[src/rtl/irle_pkg.sv]
package irle_pkg;

    // Default geometry and pixel width
    localparam int DIM_BITS_DEF   = 12;
    localparam int PIXEL_BITS_DEF = 16;

    // Saturating run length counter width
    localparam int LEN_W = 25;

    // Register port geometry
    localparam int APB_ADDR_W = 4;
    localparam int APB_DATA_W = 32;

    // Output queue depth (power of two)
    localparam int QUEUE_DEPTH = 4;

    // Register map, word index taken from paddr[3:2]
    typedef enum logic [1:0] {
        REG_ROW_COUNT    = 2'd0,
        REG_COLUMN_COUNT = 2'd1,
        REG_ENCODE_MODE  = 2'd2
    } reg_index_t;

    // Encoding modes
    localparam logic MODE_KEEP_ZEROS = 1'b0;
    localparam logic MODE_SKIP_ZEROS = 1'b1;

endpackage

[src/rtl/image_run_length_encoder.sv]
// Run-length encoder for raster-order image pixels. Takes one pixel per cycle on
// pixel_valid/pixel_stall and gives finished runs (start position, value,
// saturating length) on run_valid/run_stall. encode_mode 0 encodes every pixel and
// closes runs at each row end; encode_mode 1 drops zero pixels, lets a zero close
// a run and lets runs continue into the next row. The last pixel of an image
// flushes the open run and flags it with image_end; the position then wraps for
// the next image. run_valid rises once the pixel that ends a run has passed the
// input register into the output queue. The rate is one pixel per cycle while the
// queue has room; a pixel that closes two runs writes both into that four-entry
// queue, which drains one run per cycle while run_stall is low, and pixel_stall
// rises while a pixel waits and the queue holds over two runs. Size registers read
// zero as one and clamp at the full size; write configuration only while idle.
module image_run_length_encoder
    import irle_pkg::*;
#(
    parameter int DIM_BITS   = DIM_BITS_DEF,
    parameter int PIXEL_BITS = PIXEL_BITS_DEF
)
(
    input  logic                  clk,
    input  logic                  rst_n,
    input  logic                  psel,
    input  logic                  penable,
    input  logic                  pwrite,
    input  logic [APB_ADDR_W-1:0] paddr,
    input  logic [APB_DATA_W-1:0] pwdata,
    output logic [APB_DATA_W-1:0] prdata,
    output logic                  pready,
    input  logic                  pixel_valid,
    output logic                  pixel_stall,
    input  logic [PIXEL_BITS-1:0] pixel_value,
    output logic                  run_valid,
    input  logic                  run_stall,
    output logic [DIM_BITS-1:0]   start_row,
    output logic [DIM_BITS-1:0]   start_column,
    output logic [PIXEL_BITS-1:0] run_value,
    output logic [LEN_W-1:0]      run_length,
    output logic                  image_end,
    output logic                  last_of_item
);

    localparam int RES_W = 2*DIM_BITS + PIXEL_BITS + LEN_W + 2;

    logic [DIM_BITS-1:0] row_last;
    logic [DIM_BITS-1:0] col_last;
    logic                mode;
    logic                room;
    logic                push_one;
    logic                push_two;
    logic [RES_W-1:0]    res_a;
    logic [RES_W-1:0]    res_b;
    logic [RES_W-1:0]    q_dout;

    assign pready = 1'b1;

    // Configuration registers
    irle_regs #(
        .DIM_BITS (DIM_BITS)
    ) u_regs (
        .clk      (clk),
        .rst_n    (rst_n),
        .psel     (psel),
        .penable  (penable),
        .pwrite   (pwrite),
        .paddr    (paddr),
        .pwdata   (pwdata),
        .prdata   (prdata),
        .row_last (row_last),
        .col_last (col_last),
        .mode     (mode)
    );

    // Run tracking
    irle_core #(
        .DIM_BITS   (DIM_BITS),
        .PIXEL_BITS (PIXEL_BITS),
        .RES_W      (RES_W)
    ) u_core (
        .clk      (clk),
        .rst_n    (rst_n),
        .in_valid (pixel_valid),
        .in_pixel (pixel_value),
        .in_stall (pixel_stall),
        .row_last (row_last),
        .col_last (col_last),
        .mode     (mode),
        .room     (room),
        .push_one (push_one),
        .push_two (push_two),
        .res_a    (res_a),
        .res_b    (res_b)
    );

    // Output queue
    irle_queue #(
        .WIDTH (RES_W)
    ) u_queue (
        .clk       (clk),
        .rst_n     (rst_n),
        .push_one  (push_one),
        .push_two  (push_two),
        .din0      (res_a),
        .din1      (res_b),
        .room      (room),
        .out_valid (run_valid),
        .out_stall (run_stall),
        .dout      (q_dout)
    );

    assign {start_row, start_column, run_value, run_length, image_end, last_of_item} = q_dout;

endmodule

[src/rtl/irle_regs.sv]
module irle_regs
    import irle_pkg::*;
#(
    parameter int DIM_BITS = DIM_BITS_DEF
)
(
    input  logic                  clk,
    input  logic                  rst_n,
    input  logic                  psel,
    input  logic                  penable,
    input  logic                  pwrite,
    input  logic [APB_ADDR_W-1:0] paddr,
    input  logic [APB_DATA_W-1:0] pwdata,
    output logic [APB_DATA_W-1:0] prdata,
    output logic [DIM_BITS-1:0]   row_last,
    output logic [DIM_BITS-1:0]   col_last,
    output logic                  mode
);

    logic [DIM_BITS:0] row_count_reg, row_count_next;
    logic [DIM_BITS:0] column_count_reg, column_count_next;
    logic              encode_mode_reg, encode_mode_next;
    logic              wr_en;
    reg_index_t        index;

    // Last valid index for a size register: zero counts as one, anything
    // at or above the full size counts as the full size
    function automatic logic [DIM_BITS-1:0] last_of(input logic [DIM_BITS:0] v);
        logic [DIM_BITS:0] dec;
        dec = v - (DIM_BITS+1)'(1);
        if (v == '0)
            return '0;
        else if (v[DIM_BITS])
            return '1;
        else
            return dec[DIM_BITS-1:0];
    endfunction

    assign wr_en = psel && penable && pwrite;
    assign index = reg_index_t'(paddr[3:2]);

    // Register write decode
    always_comb
    begin
        row_count_next    = row_count_reg;
        column_count_next = column_count_reg;
        encode_mode_next  = encode_mode_reg;
        if (wr_en)
        begin
            unique case (index)
                REG_ROW_COUNT:    row_count_next    = pwdata[DIM_BITS:0];
                REG_COLUMN_COUNT: column_count_next = pwdata[DIM_BITS:0];
                REG_ENCODE_MODE:  encode_mode_next  = pwdata[0];
                default:          ;
            endcase
        end
    end

    always_ff @(posedge clk or negedge rst_n)
    begin
        if (!rst_n)
        begin
            row_count_reg    <= (DIM_BITS+1)'(1);
            column_count_reg <= (DIM_BITS+1)'(1);
            encode_mode_reg  <= MODE_KEEP_ZEROS;
        end
        else
        begin
            row_count_reg    <= row_count_next;
            column_count_reg <= column_count_next;
            encode_mode_reg  <= encode_mode_next;
        end
    end

    // Read back
    always_comb
    begin
        unique case (index)
            REG_ROW_COUNT:    prdata = APB_DATA_W'(row_count_reg);
            REG_COLUMN_COUNT: prdata = APB_DATA_W'(column_count_reg);
            REG_ENCODE_MODE:  prdata = APB_DATA_W'(encode_mode_reg);
            default:          prdata = '0;
        endcase
    end

    assign row_last = last_of(row_count_reg);
    assign col_last = last_of(column_count_reg);
    assign mode     = encode_mode_reg;

endmodule

[src/rtl/irle_core.sv]
module irle_core
    import irle_pkg::*;
#(
    parameter int DIM_BITS   = DIM_BITS_DEF,
    parameter int PIXEL_BITS = PIXEL_BITS_DEF,
    parameter int RES_W      = 2*DIM_BITS + PIXEL_BITS + LEN_W + 2
)
(
    input  logic                  clk,
    input  logic                  rst_n,
    input  logic                  in_valid,
    input  logic [PIXEL_BITS-1:0] in_pixel,
    output logic                  in_stall,
    input  logic [DIM_BITS-1:0]   row_last,
    input  logic [DIM_BITS-1:0]   col_last,
    input  logic                  mode,
    input  logic                  room,
    output logic                  push_one,
    output logic                  push_two,
    output logic [RES_W-1:0]      res_a,
    output logic [RES_W-1:0]      res_b
);

    // Input stage
    logic                  pix_valid_reg, pix_valid_next;
    logic [PIXEL_BITS-1:0] pix_reg, pix_next;

    // Position of the pixel in the input stage
    logic [DIM_BITS-1:0]   cur_row_reg, cur_row_next;
    logic [DIM_BITS-1:0]   cur_col_reg, cur_col_next;

    // Open run
    logic                  open_reg, open_next;
    logic [PIXEL_BITS-1:0] open_value_reg, open_value_next;
    logic [LEN_W-1:0]      open_len_reg, open_len_next;
    logic [DIM_BITS-1:0]   open_row_reg, open_row_next;
    logic [DIM_BITS-1:0]   open_col_reg, open_col_next;

    logic advance;
    logic in_ready;
    logic row_end;
    logic img_end;
    logic take;
    logic emit_old;
    logic emit_new;
    logic [RES_W-1:0] res_old;
    logic [RES_W-1:0] res_new;

    assign advance  = pix_valid_reg && room;
    assign in_ready = !pix_valid_reg || advance;
    assign in_stall = !in_ready;

    // Input register
    always_comb
    begin
        pix_valid_next = pix_valid_reg;
        pix_next       = pix_reg;
        if (in_ready)
        begin
            pix_valid_next = in_valid;
            if (in_valid)
                pix_next = in_pixel;
        end
    end

    assign row_end = cur_col_reg >= col_last;
    assign img_end = row_end && (cur_row_reg >= row_last);
    assign take    = (mode == MODE_KEEP_ZEROS) || (pix_reg != '0);

    // Run tracking: the old run may close, a new one may open, and the run
    // left open may close at an image end, or at a row end in keep-zeros mode
    always_comb
    begin
        open_next       = open_reg;
        open_value_next = open_value_reg;
        open_len_next   = open_len_reg;
        open_row_next   = open_row_reg;
        open_col_next   = open_col_reg;
        emit_old        = 1'b0;
        emit_new        = 1'b0;
        if (take)
        begin
            if (open_reg && (pix_reg == open_value_reg))
            begin
                if (open_len_reg != '1)
                    open_len_next = open_len_reg + LEN_W'(1);
            end
            else
            begin
                emit_old        = open_reg;
                open_next       = 1'b1;
                open_value_next = pix_reg;
                open_len_next   = LEN_W'(1);
                open_row_next   = cur_row_reg;
                open_col_next   = cur_col_reg;
            end
        end
        else if (open_reg)
        begin
            emit_old  = 1'b1;
            open_next = 1'b0;
        end
        if (open_next && (((mode == MODE_KEEP_ZEROS) && row_end) || img_end))
        begin
            emit_new  = 1'b1;
            open_next = 1'b0;
        end
        if (!advance)
        begin
            open_next       = open_reg;
            open_value_next = open_value_reg;
            open_len_next   = open_len_reg;
            open_row_next   = open_row_reg;
            open_col_next   = open_col_reg;
        end
    end

    // Next position, wraps at image end
    always_comb
    begin
        cur_row_next = cur_row_reg;
        cur_col_next = cur_col_reg;
        if (advance)
        begin
            if (img_end)
            begin
                cur_row_next = '0;
                cur_col_next = '0;
            end
            else if (row_end)
            begin
                cur_col_next = '0;
                cur_row_next = cur_row_reg + DIM_BITS'(1);
            end
            else
            begin
                cur_col_next = cur_col_reg + DIM_BITS'(1);
            end
        end
    end

    // Result words: {row, column, value, length, image_end, last_of_item}
    assign res_old = {open_row_reg, open_col_reg, open_value_reg, open_len_reg,
                      img_end && !emit_new, !emit_new};
    assign res_new = {open_row_next, open_col_next, open_value_next, open_len_next,
                      img_end, 1'b1};

    // Hand results to the output queue, oldest first
    always_comb
    begin
        push_one = advance && (emit_old ^ emit_new);
        push_two = advance && emit_old && emit_new;
        res_a    = emit_old ? res_old : res_new;
        res_b    = res_new;
    end

    always_ff @(posedge clk or negedge rst_n)
    begin
        if (!rst_n)
        begin
            pix_valid_reg  <= 1'b0;
            cur_row_reg    <= '0;
            cur_col_reg    <= '0;
            open_reg       <= 1'b0;
            open_value_reg <= '0;
            open_len_reg   <= '0;
            open_row_reg   <= '0;
            open_col_reg   <= '0;
        end
        else
        begin
            pix_valid_reg  <= pix_valid_next;
            cur_row_reg    <= cur_row_next;
            cur_col_reg    <= cur_col_next;
            open_reg       <= open_next;
            open_value_reg <= open_value_next;
            open_len_reg   <= open_len_next;
            open_row_reg   <= open_row_next;
            open_col_reg   <= open_col_next;
        end
    end

    always_ff @(posedge clk)
    begin
        pix_reg <= pix_next;
    end

endmodule

[src/rtl/irle_queue.sv]
module irle_queue
    import irle_pkg::*;
#(
    parameter int WIDTH = 8
)
(
    input  logic             clk,
    input  logic             rst_n,
    input  logic             push_one,
    input  logic             push_two,
    input  logic [WIDTH-1:0] din0,
    input  logic [WIDTH-1:0] din1,
    output logic             room,
    output logic             out_valid,
    input  logic             out_stall,
    output logic [WIDTH-1:0] dout
);

    localparam int PTR_W = $clog2(QUEUE_DEPTH);
    localparam int CNT_W = PTR_W + 1;

    logic [WIDTH-1:0] mem [QUEUE_DEPTH];
    logic [PTR_W-1:0] wr_ptr_reg, wr_ptr_next;
    logic [PTR_W-1:0] rd_ptr_reg, rd_ptr_next;
    logic [CNT_W-1:0] count_reg, count_next;
    logic [CNT_W-1:0] n_push;
    logic             pop;
    logic [PTR_W-1:0] wr_ptr_inc;

    assign pop        = out_valid && !out_stall;
    assign wr_ptr_inc = wr_ptr_reg + PTR_W'(1);

    // Number of entries written this cycle
    always_comb
    begin
        if (push_two)
            n_push = CNT_W'(2);
        else if (push_one)
            n_push = CNT_W'(1);
        else
            n_push = '0;
    end

    // Pointer and fill count update
    always_comb
    begin
        wr_ptr_next = wr_ptr_reg + n_push[PTR_W-1:0];
        rd_ptr_next = pop ? rd_ptr_reg + PTR_W'(1) : rd_ptr_reg;
        count_next  = count_reg + n_push - CNT_W'(pop);
    end

    always_ff @(posedge clk or negedge rst_n)
    begin
        if (!rst_n)
        begin
            wr_ptr_reg <= '0;
            rd_ptr_reg <= '0;
            count_reg  <= '0;
        end
        else
        begin
            wr_ptr_reg <= wr_ptr_next;
            rd_ptr_reg <= rd_ptr_next;
            count_reg  <= count_next;
        end
    end

    // Entry storage
    always_ff @(posedge clk)
    begin
        if (push_one || push_two)
            mem[wr_ptr_reg] <= din0;
        if (push_two)
            mem[wr_ptr_inc] <= din1;
    end

    // Space for a two-result transfer, judged on the registered count only
    assign room      = count_reg <= CNT_W'(QUEUE_DEPTH - 2);
    assign out_valid = count_reg != '0;
    assign dout      = mem[rd_ptr_reg];

endmodule
[config.mk]
export PLATFORM = sky130hd
export DESIGN_NAME = image_run_length_encoder
export DESIGN_NICKNAME = d
export VERILOG_FILES = /design/src/rtl/irle_pkg.sv /design/src/rtl/image_run_length_encoder.sv /design/src/rtl/irle_regs.sv /design/src/rtl/irle_core.sv /design/src/rtl/irle_queue.sv
export SDC_FILE = /design/constraint.sdc
export NUM_CORES = 1
export LEC_CHECK = 0
export ABC_CLOCK_PERIOD_IN_PS = 8950
export CAP_MARGIN = 20
export CORE_MARGIN = 2
export CORE_UTILIZATION = 54
export CTS_BUF_LIST = sky130_fd_sc_hd__clkbuf_8
export DETAILED_ROUTE_END_ITERATION = 7
export DONT_BUFFER_PORTS = 1
export PLACE_DENSITY = 0.72
export SLEW_MARGIN = 10
export SYNTH_ARGS = -nofsm -noshare
export SYNTH_HDL_FRONTEND = slang
export SYNTH_SLANG_ARGS = --single-unit
[constraint.sdc]
create_clock -name clk -period 8.95 [get_ports clk]
set_clock_uncertainty 0.2 [all_clocks]
set_input_delay 0.895 -clock clk [delete_from_list [all_inputs] [get_ports clk]]
set_output_delay 0.895 -clock clk [all_outputs]
set_load 0.02 [all_outputs]
==> impl_results.md, run 1 <==
- Fmax: 152 MHz
- Commonest cells after routing, fill and taps aside: 280 x edfxtp_1, 166 x nor2_1, 121 x dfrtp_1
- Starting density of the core: 55.0%
- Vias in the first global route: 14300
- Period utilisation layout: 73.3%
- Clock buffer depth: 3
- Hold/Removal Path Class: input pin to asynchronous set/reset pin
- Clock sink count: 409
- Largest net degree at the start of global routing: 126
- Critical Path AT: roughly 6600 ps
- DP HPWL: approximately 31000 µm
- Synth area leader: edfxtp_1
- Fin. Hold Viols: 0
- Number of distinct library cells after synthesis: 79
- Synth top area cells: edfxtp_1 40%, dfrtp_1 15%, mux4_2 7.3%, mux2_2 3.3%, nor2_1 3.0%
- Primary FF master, synth: edfxtp_1
- Die ar.: 40000 µm²
- Postcts setup bufs: 0
- Worst slew pin tran: 1100 ps
- Max VDD drop: 161 µV
- Crit-path max FO: 47
- Max-Cap Viols: 0
- Via count: approximately 14000
- Hold Slack: 71.5 ps
- Largest register FFs: between 200 and 300
- DIE WIDTH: 200 µm
- Synth Warn #: 0
- Global Route Usage Sum: 26.2%
- Clock-pin slew on the worst setup and hold paths: 70 ps
- Most common cell after layout, fill and taps aside: edfxtp_1
- Clk root buf: clkbuf_8
- Ys async rst share: 30.6%
- RD Place Congestion: 0.824
- Die height: between 200 and 250 µm
- Core area: 37800 µm²
- Clk_lat worst skew: 640 ps
- Post-synth top area share: 40.5%
- Placed Cells: 2048
- Drt pass-1 iters: 7
- Input/output buffers: 0
- Yosys reg bits: 409
- # setup viols final: 0
- Final Max Tran Viols: 0
- Share of layout cells above drive strength 1: 17.7%
- P_leak: 8.11 nW
- CTS H-tree lvls: 3
- PD cells: a little under 300 nW/µm²
- Row count: between 70 and 80
- Run status: finished clean
- Startpoint Class: flip-flop
- Via-to-Cell Ratio: 6.40
- Worst EP required: around 9000 ps
- Post-synth EDFFs: 280
- CTS Buf Count: 70
- Post-Syn Area: between 20000 and 25000 µm²
- First-pass GRT wire length: 81400 µm
- Period minus WS final: approximately 6600 ps
- Crit Path Class: flip-flop to flip-flop
- FF-to-FF Start: u_regs.column_count_reg[6]$_DFFE_PN0P_
- Remaining antenna violation count: 0
- Post-Syn Instances: 1630
- Worst reg2reg endpoint: u_queue.mem[2][51]$_DFFE_PP_
- Worst R2R Setup Slack: 2390 ps
- Post-Route WL: 51900 µm
- Final nets: 1709
- Non-filler cells, final: 2182
- # diodes: 0
- Initial antenna violation count: 0
- Seq/Total Area, Yosys: a little under three fifths
- TritonCTS clock tree: built
- Unrepaired setup endpoints after global routing: no
- Area Growth Syn to Fin: 8.19%
- I/O pins: 161
- Post-route setup TNS: 0 ps
- FF-to-FF path depth: 19
- Critical path endpoint category: flip-flop
- Iteration-0 DRC Markers: 1093
- GRT overflow: 0
- DRC Markers: 0
- Syn Area/Cell: approximately 13 µm²
- Slew HR: a little over a quarter
- DR WL/cell: 23.8 µm
stage by stage:
step | cell area [µm²] | total power (W) | setup slack [ps] | util, %
floorplan | 20800 | 0.00440 | 651 | -
global placement | 21100 | 0.00494 | 2480 | 55.9
detailed placement | 21100 | 0.00501 | 2380 | 55.9
CTS | 22400 | 0.00657 | 2370 | 59.4
global route | 22500 | 0.00686 | 1820 | 59.5
finish | 22500 | 0.00655 | 2390 | 59.5
critical path: stages, from the launching register on:
cell and delay, ps:
dfrtp_1 460, or4_1 610, nor4_1 300, nand4_1 390
o21ai_0 220, ha_1 280, a211oi_1 210, o21ai_0 130
a211oi_1 290, o21ai_0 110, buf_4 200, nand2_1 100
nor2_1 50, ha_1 320, and3_1 230, a31oi_2 450
or2_2 200, buf_4 520, o21ai_4 390, buf_4 480
logic make-up after synthesis:
| kind of cell | synth area share [%] |
|---|---|
| AND/OR/NAND/NOR | 9.88 |
| other | 0.0362 |
| adder cells (fa/ha/maj) | 2.27 |
| multiplexers | 12.5 |
| flip-flops | 55.9 |
| AO/OA/AOI/OAI | 12.9 |
| buffers and inverters | 3.69 |
| XOR/XNOR | 2.86 |
Yosys cell counts (all sizes together), types with 5 or more instances:
cell,count
a21boi,17
a21o,11
a21oi,31
a22o,24
a2bb2oi,11
a32o,47
and2,9
and3,8
buf,83
clkbuf,53
dfrtp,123
edfxtp,280
ha,36
inv,26
mux2,61
mux2i,39
mux4,67
nand2,115
nand2b,13
nand3,24
nand4,22
nor2,166
nor3,23
nor4,22
nor4b,6
o21a,5
o21ai,104
o22ai,5
o2bb2ai,50
o31ai,9
or3,5
or4,11
xnor2,44
xor2,23
power breakdown:
| group | internal (W) | switching [W] |
|---|---|---|
| sequential | 0.00235 | 0.000317 |
| combinational | 0.000782 | 0.00155 |
| clock | 0.000781 | 0.000767 |
| total | 0.00392 | 0.00263 |
timing repair:
item	in CTS	in global routing
gates resized for setup	0	0
setup endpoints to repair	0	0
hold buffers	1	0
endpoints found under the hold margin	125	0
area by class of cell:
class | instances | area [µm²]
clock buffer | 75 | 1030
clock inverter | 55 | 251
fill | 2992 | 15300
inverter | 26 | 97.6
multi-input combinational | 1077 | 8560
sequential | 409 | 11600
tap | 511 | 639
timing repair buffer | 29 | 267
worst max path at each step:
stage	startpoint	end	slack (ps)
final	u_regs.column_count_reg[6]$_DFFE_PN0P_	u_queue.mem[2][51]$_DFFE_PP_	2390
after global routing	u_regs.column_count_reg[6]$_DFFE_PN0P_	u_queue.mem[2][54]$_DFFE_PP_	1820
after CTS	u_regs.column_count_reg[6]$_DFFE_PN0P_	u_queue.mem[2][54]$_DFFE_PP_	2370
after detailed placement	u_regs.column_count_reg[6]$_DFFE_PN0P_	u_queue.mem[2][51]$_DFFE_PP_	2380
after global placement	u_regs.column_count_reg[6]$_DFFE_PN0P_	u_queue.mem[2][50]$_DFFE_PP_	2480
after floorplan	u_regs.column_count_reg[7]$_DFFE_PN0P_	u_queue.mem[2][10]$_DFFE_PP_	650
layer usage:
| metal | GRT usage [%] | wire [µm] | up-vias |
|---|---|---|---|
| met5 | 0 | 0 | - |
| met4 | 9.62 | 1350 | 0 |
| met3 | 6.43 | 4440 | 107 |
| met2 | 43.6 | 25500 | 598 |
| met1 | 33.4 | 20600 | 7050 |
| li1 | - | - | 6202 |
(Power assumes the default switching activity.)
==> run 2, diff against run 1 <==
--- a/config.mk
+++ b/config.mk
@@ -5,7 +5,7 @@
 export SDC_FILE = /design/constraint.sdc
 export NUM_CORES = 1
 export LEC_CHECK = 0
-export ABC_CLOCK_PERIOD_IN_PS = 8950
+export ABC_CLOCK_PERIOD_IN_PS = 6900
 export CAP_MARGIN = 20
 export CORE_MARGIN = 2
 export CORE_UTILIZATION = 54
==> constraint.sdc (replaced) <==
create_clock -name clk -period 6.9 [get_ports clk]
set_clock_uncertainty 0.2 [all_clocks]
set_input_delay 0.69 -clock clk [delete_from_list [all_inputs] [get_ports clk]]
set_output_delay 0.69 -clock clk [all_outputs]
set_load 0.02 [all_outputs]
==> run 2 against run 1 <==
  * Sequential share of layout area fell by 0.93 points
  * Combinational power rose by 32%
  * Global-route usage fell by 0.30 points
  * Clock power rose by 43%
  * Sequential power rose by 28%
  * Clock-buffer cell count rose by 4
  * Via count rose by 0.32%
  * Wire length fell by 0.56%
  * Register-to-register slack got worse by 1400 ps
  * Non-clock buffer count rose by 31
  * Power rose by 33%
  * Cell count rose by 1.2%
  * Critical path type unchanged
  * Highest routed layer unchanged
==> impl_results.md, run 2 (synthesized netlist as in run 1, its figures left out) <==
- Worst reg2reg endpoint: u_queue.mem[2][27]$_DFFE_PP_
- Post-route cell area: 22900 µm² (+1.8%)
- Crit Path Class: flip-flop to flip-flop
- Period utilisation layout: 86.1% (+13 points)
- Die height: 200 µm (unchanged)
- GRT overflow: 0 (unchanged)
- Worst path most repeated cell: o21ai_0
- Non-filler cells, final: 2208 (+1.2%)
- Global Route Usage Sum: 25.9% (-0.30 points)
- Die ar.: 40000 µm² (unchanged)
- Dpl cell area: 21200 µm² (+0.31%)
- I/O pins: 161 (unchanged)
- Via-to-Cell Ratio: 6.34 (-0.87%)
- Clock buffer depth: 3 (unchanged)
- Critical path endpoint category: flip-flop
- FF-to-FF path depth: 18 (-1)
- Vias in the first global route: 14200 (-0.66%)
- Postcts setup bufs: 0 (unchanged)
- # setup viols final: 0 (unchanged)
- Initial antenna violation count: 0 (unchanged)
- Share of layout cells above drive strength 1: 18.0% (+0.32 points)
- Fillers: 2910 (-2.7%)
- Slew HR: 25.1% (-1.5 points)
- Max stage delay cell, worst path: or4_1
- Depth of the worst hold-timing path: 1
- CP cell instances: or4_1 -> nor4_1 -> nand4_1 -> o21ai_0 -> ha_1 -> a211oi_1 -> o21ai_0 -> a211oi_1 -> o21ai_0 -> buf_4 -> nand2_1 -> nor2_1 -> ha_1 -> and3_1 -> a31oi_2 -> or2_2 -> buf_4 -> o2bb2ai_1
- Clock sink count: 409 (unchanged)
- Post-Route WL: 51600 µm (-0.56%)
- # diodes: 0 (unchanged)
- Buffers and inverters on the worst path: 2 (-1)
- Final Max Tran Viols: 0 (unchanged)
- Min-delay src: pwdata[12]
- Area Growth Syn to Fin: 10.2%
- DIE WIDTH: 200 µm (unchanged)
- Fin. Hold Viols: 0 (unchanged)
- Drt pass-1 iters: 5 (-2)
- DR WL/cell: 23.4 µm (-1.7%)
- P_leak: 8.27 nW (+1.9%)
- Clk root buf: clkbuf_8
- Largest register FFs: 268 (unchanged)
- Worst R2R Setup Slack: 960 ps (-1430 ps)
- Starting density of the core: 55.0% (unchanged)
- DP HPWL: 31100 µm (-0.86%)
- WHS Endpoint: u_regs.row_count_reg[12]$_DFFE_PN0P_
- Top delay family on crit path: simple AND/OR/NAND/NOR gates
- Hold/Removal Path Class: input pin to flip-flop
- Remaining antenna violation count: 0 (unchanged)
- TritonCTS clock tree: built
- CTS H-tree lvls: 3 (unchanged)
- Fmax: 168 MHz (+10%)
- Clk_lat worst skew: 620 ps (-20 ps)
- Period minus WS final: 5940 ps (-621 ps)
- Largest net degree at the start of global routing: 126 (unchanged)
- Most common cell after layout, fill and taps aside: edfxtp_1
- Input/output buffers: 0 (unchanged)
- Crit-path max cell delay: 610 ps (about the same)
- RD Place Congestion: 0.813 (-1.4%)
- Commonest cells after routing, fill and taps aside: 280 x edfxtp_1, 166 x nor2_1, 121 x dfrtp_1
- FF-to-FF Start: u_regs.column_count_reg[7]$_DFFE_PN0P_
- Placed Cells: 2055 (+0.34%)
- First-pass GRT wire length: 80700 µm (-0.81%)
- Worst slew pin tran: 1120 ps (+28.6 ps)
- Core area: 37800 µm² (unchanged)
- Final nets: 1739 (+1.8%)
- CTS Buf Count: 69 (-1.4%)
- Worst EP required: 7030 ps (-1980 ps)
- Critical Path AT: 6070 ps (-550 ps)
- Crit-path max FO: 31 (-34%)
- Run status: finished clean
- Row count: 71 (unchanged)
- Clock-pin slew on the worst setup and hold paths: 60 ps (about the same)
- Via count: 14000 (+0.32%)
- PD cells: 381 nW/µm² (+31%)
- Max VDD drop: 257 µV (+59%)
- Tot Pwr: 0.00872 W (+33%)
- Final Util: 60.6% (+1.1 points)
- Unrepaired setup endpoints after global routing: no
- Iteration-0 DRC Markers: 1201 (+9.9%)
- DRC Markers: 0 (unchanged)
- Startpoint Class: flip-flop
- Max-Cap Viols: 0 (unchanged)
## run 2: layer usage
metal  track usage, %  vias up  part of all wire (%)
li1                 -     6233                     -
met1             33.7     7071                    40
met4             9.17        0                   2.7
met2             43.3      594                    50
met5                0        -                     0
met3             5.35      103                   8.1
## run 2: per-stage QoR
step	TNS [ps]	hold slack [ps]	setup slack (ps)
5_1_grt	0	2.91	371
2_1_floorplan	-298	194	-4.52
6_report	0	35.7	961
3_3_place_gp	0	201	1090
3_5_place_dp	0	201	1000
4_1_cts	0	0.130	990
## run 2: power breakdown
part           switching (W)  internal (W)
Clock               0.000989       0.00124
Sequential          0.000370       0.00305
Combinational        0.00204       0.00103
Total                0.00340       0.00532
## run 2: worst max path at each step
stage,startpoint,end,cells past startpoint
3_3_place_gp,u_regs.column_count_reg[6]$_DFFE_PN0P_,u_queue.mem[2][33]$_DFFE_PP_,18
3_5_place_dp,u_regs.column_count_reg[6]$_DFFE_PN0P_,u_queue.mem[2][30]$_DFFE_PP_,18
4_1_cts,u_regs.column_count_reg[6]$_DFFE_PN0P_,u_queue.mem[2][27]$_DFFE_PP_,18
5_1_grt,u_regs.column_count_reg[7]$_DFFE_PN0P_,u_queue.mem[2][33]$_DFFE_PP_,18
2_1_floorplan,u_regs.column_count_reg[7]$_DFFE_PN0P_,u_queue.mem[2][10]$_DFFE_PP_,20
6_report,u_regs.column_count_reg[7]$_DFFE_PN0P_,u_queue.mem[2][27]$_DFFE_PP_,18
## run 2: layout make-up
class | count | area (µm²) | area share (%)
multi-input cells | 1077 | 8560 | 37.4
flip-flops and latches | 409 | 11600 | 50.8
repair buffers | 60 | 548 | 2.40
clock inverters | 46 | 328 | 1.43
inverters | 26 | 97.6 | 0.427
clock buffers | 79 | 1090 | 4.75
well taps | 511 | 639 | 2.79
## run 2: repair_timing
item | CTS | global route
hold buffers | 26 | 1
endpoints found under the hold margin | 151 | 1
resized for setup | 0 | 0
==> run 3, diff against run 2 <==
--- a/config.mk
+++ b/config.mk
@@ -5,7 +5,7 @@
 export SDC_FILE = /design/constraint.sdc
 export NUM_CORES = 1
 export LEC_CHECK = 0
-export ABC_CLOCK_PERIOD_IN_PS = 6900
+export ABC_CLOCK_PERIOD_IN_PS = 5900
 export CAP_MARGIN = 20
 export CORE_MARGIN = 2
 export CORE_UTILIZATION = 54
==> constraint.sdc (replaced) <==
create_clock -name clk -period 5.9 [get_ports clk]
set_clock_uncertainty 0.2 [all_clocks]
set_input_delay 0.59 -clock clk [delete_from_list [all_inputs] [get_ports clk]]
set_output_delay 0.59 -clock clk [all_outputs]
set_load 0.02 [all_outputs]
==> run 3 against run 2 <==
  * Register-to-register slack worse by 630 ps
  * Utilization is 0.39 points higher
  * Critical path depth stayed put
  * Clock-buffer cell count is 2 lower
  * First-iteration DRC count is 1.8% lower
  * Wire length is 1.6% higher
  * Setup slack worse by 630 ps
  * Via count is 1.1% higher
  * Highest routed layer unchanged
  * Cell area is 0.65% higher
  * Hold slack better by 33 ps
  * Sequential cell count stayed put
  * Critical path type unchanged
  * Largest power group unchanged
  * Maximum frequency is 6.7% higher
==> impl_results.md, run 3 (synthesized netlist as in run 1, its figures left out) <==
- Run status: finished clean
- Die height: 200 µm (unchanged)
- Sw Ratio: 39.7% (+0.74 points)
- Share of layout cells above drive strength 1: 18.3% (+0.31 points)
- Initial antenna violation count: 0 (unchanged)
- Clk pwr share: 24.0% (-1.5 points)
- FF-to-FF Start: u_regs.column_count_reg[7]$_DFFE_PN0P_
- DR WL/cell: 23.5 µm (+0.67%)
- Via-to-Cell Ratio: 6.35 (+0.16%)
- Row count: 71 (unchanged)
- Period minus WS final: 5560 ps (-374 ps)
- PD cells: 440 nW/µm² (+15%)
- Slew HR: 25.7% (+0.65 points)
- Post-route setup TNS: 0 ps (unchanged)
- Input/output buffers: 0 (unchanged)
- Sequential share of power: 40.1% (+0.9 points)
- I/O pins: 161 (unchanged)
- DP HPWL: 32000 µm (+2.8%)
- Clock buffer depth: 3 (unchanged)
- Fmax: 180 MHz (+6.7%)
- Largest register FFs: 268 (unchanged)
- Max VDD drop: 264 µV (+2.9%)
- Crit-path max FO: 23 (-26%)
- Sw Pwr: 0.00403 W (+18%)
- CTS H-tree lvls: 3 (unchanged)
- Crit-path max cell delay: 660 ps (+50 ps)
- Clk_lat worst skew: 610 ps (about the same)
- Hold/Removal Path Class: input pin to flip-flop
- Critical Path AT: 5710 ps (-360 ps)
- RD Place Congestion: 0.860 (+5.8%)
- P_int: 0.00611 W (+15%)
- GRT overflow: 0 (unchanged)
- Iteration-0 DRC Markers: 1179 (-1.8%)
- Area Growth Syn to Fin: 10.9%
- Final nets: 1757 (+1.0%)
- Worst EP required: 6040 ps (-990 ps)
- Min-delay src: run_stall
- First-pass GRT wire length: 81300 µm (+0.68%)
- Worst slew pin tran: 1110 ps (-14.6 ps)
- Clock-pin slew on the worst setup and hold paths: 60 ps (about the same)
- Max stage delay cell, worst path: or4_1
- P_leak: 8.37 nW (+1.2%)
- Non-filler cells, final: 2228 (+0.91%)
- Drt pass-1 iters: 5 (unchanged)
- Largest net degree at the start of global routing: 126 (unchanged)
- DRC Markers: 0 (unchanged)
- Vias in the first global route: 14300 (+0.54%)
- # setup viols final: 0 (unchanged)
- Startpoint Class: flip-flop
- Critical path endpoint category: flip-flop
- Fin. Hold Viols: 0 (unchanged)
- Via count: 14200 (+1.1%)
- CP cell instances: or4_1 -> nor4_1 -> nand4_1 -> o21ai_0 -> ha_1 -> a21o_1 -> a21o_1 -> a21oi_1 -> o21ai_0 -> nand2_1 -> nor2_1 -> ha_1 -> and3_1 -> and2_1 -> a41oi_2 -> o32ai_2 -> buf_4 -> a22o_1
- Final Max Tran Viols: 0 (unchanged)
- Global Route Usage Sum: 26.1% (+0.17 points)
- Max-Cap Viols: 0 (unchanged)
- Period utilisation layout: 94.3% (+8.2 points)
- Die ar.: 40000 µm² (unchanged)
- # diodes: 0 (unchanged)
- Core area: 37800 µm² (unchanged)
- Most common cell after layout, fill and taps aside: edfxtp_1
- Starting density of the core: 55.0% (unchanged)
- CP Launch Point: u_regs.column_count_reg[7]$_DFFE_PN0P_
- DIE WIDTH: 200 µm (unchanged)
- TritonCTS clock tree: built
- Remaining antenna violation count: 0 (unchanged)
- Combinational power share: 35.8% (+0.5 points)
- Commonest cells after routing, fill and taps aside: 280 x edfxtp_1, 166 x nor2_1, 121 x dfrtp_1
- Clk root buf: clkbuf_8
- Clock sink count: 409 (unchanged)
- Placed Cells: 2068 (+0.63%)
- CTS Buf Count: 68 (-1.4%)
- Top delay family on crit path: simple AND/OR/NAND/NOR gates
- Crit Path Class: flip-flop to flip-flop
- Unrepaired setup endpoints after global routing: no
- Post-Route WL: 52400 µm (+1.6%)
- Buffers and inverters on the worst path: 1 (-1)
run 3: cell type report:
type                    count  area, µm²
fillers                  2858      14700
clock buffers              77       1060
well taps                 511        639
flip-flops and latches    409      11600
multi-input cells        1077       8560
clock inverters            49        265
repair buffers             79        785
inverters                  26       97.6
run 3: metal layers:
metal  track usage (%)  routed length (µm)  up-vias
li1                  -                   -     6267
met1              33.6               20400     7113
met2              43.7               25900      660
met3              5.74                4640      110
met4              9.30                1430        0
met5                 0                   0        -
run 3: final timing paths:
kind,cells past startpoint,end,slack (ps)
worst max-delay path,18,u_queue.mem[3][62]$_DFFE_PP_,340
worst min-delay path,2,u_queue.rd_ptr_reg[0]$_DFFE_PN0P_,70
worst max register to register,18,u_queue.mem[3][62]$_DFFE_PP_,340
worst min register to register,1,u_queue.mem[3][0]$_SDFFE_PP1N_,280
max in group asynchronous,2,u_queue.rd_ptr_reg[0]$_DFFE_PN0P_,4500
min in group asynchronous,2,u_regs.column_count_reg[10]$_DFFE_PN0P_,400
run 3: power groups by stage:
| stage | combinational (W) | sequential [W] | clock, W |
|---|---|---|---|
| after detailed placement | 0.00356 | 0.00412 | 0 |
| after CTS | 0.00362 | 0.00406 | 0.00248 |
| after global routing | 0.00385 | 0.00413 | 0.00260 |
| after floorplan | 0.00284 | 0.00382 | 0 |
| after global placement | 0.00349 | 0.00409 | 0 |
| final | 0.00363 | 0.00407 | 0.00244 |
run 3: worst register-to-register path, cell delays in order (launching register included):
cell,delay (ps)
dfrtp_1,440
or4_1,660
nor4_1,310
nand4_1,380
o21ai_0,210
ha_1,280
a21o_1,190
a21o_1,170
a21oi_1,220
o21ai_0,270
nand2_1,190
nor2_1,60
ha_1,330
and3_1,190
and2_1,210
a41oi_2,340
o32ai_2,120
buf_4,280
a22o_1,280
run 3: metrics by stage:
step	hold slack, ps	cell area (µm²)	setup slack (ps)	power [W]	utilization, %
2_1_floorplan	94.4	20900	196	0.00666	-
6_report	69.2	23000	335	0.0101	61.0
4_1_cts	41.9	23000	280	0.0102	61.0
5_1_grt	51.1	23000	77.4	0.0106	61.0
3_5_place_dp	101	21300	309	0.00768	56.5
3_3_place_gp	102	21300	436	0.00758	56.5
run 3: repair_timing:
item | CTS | global route
hold buffers | 33 | 0
endpoints found under the setup margin | 0 | 7
hold endpoints to repair | 169 | 0
buffers inserted | 0 | 0
gates resized for setup | 0 | 1
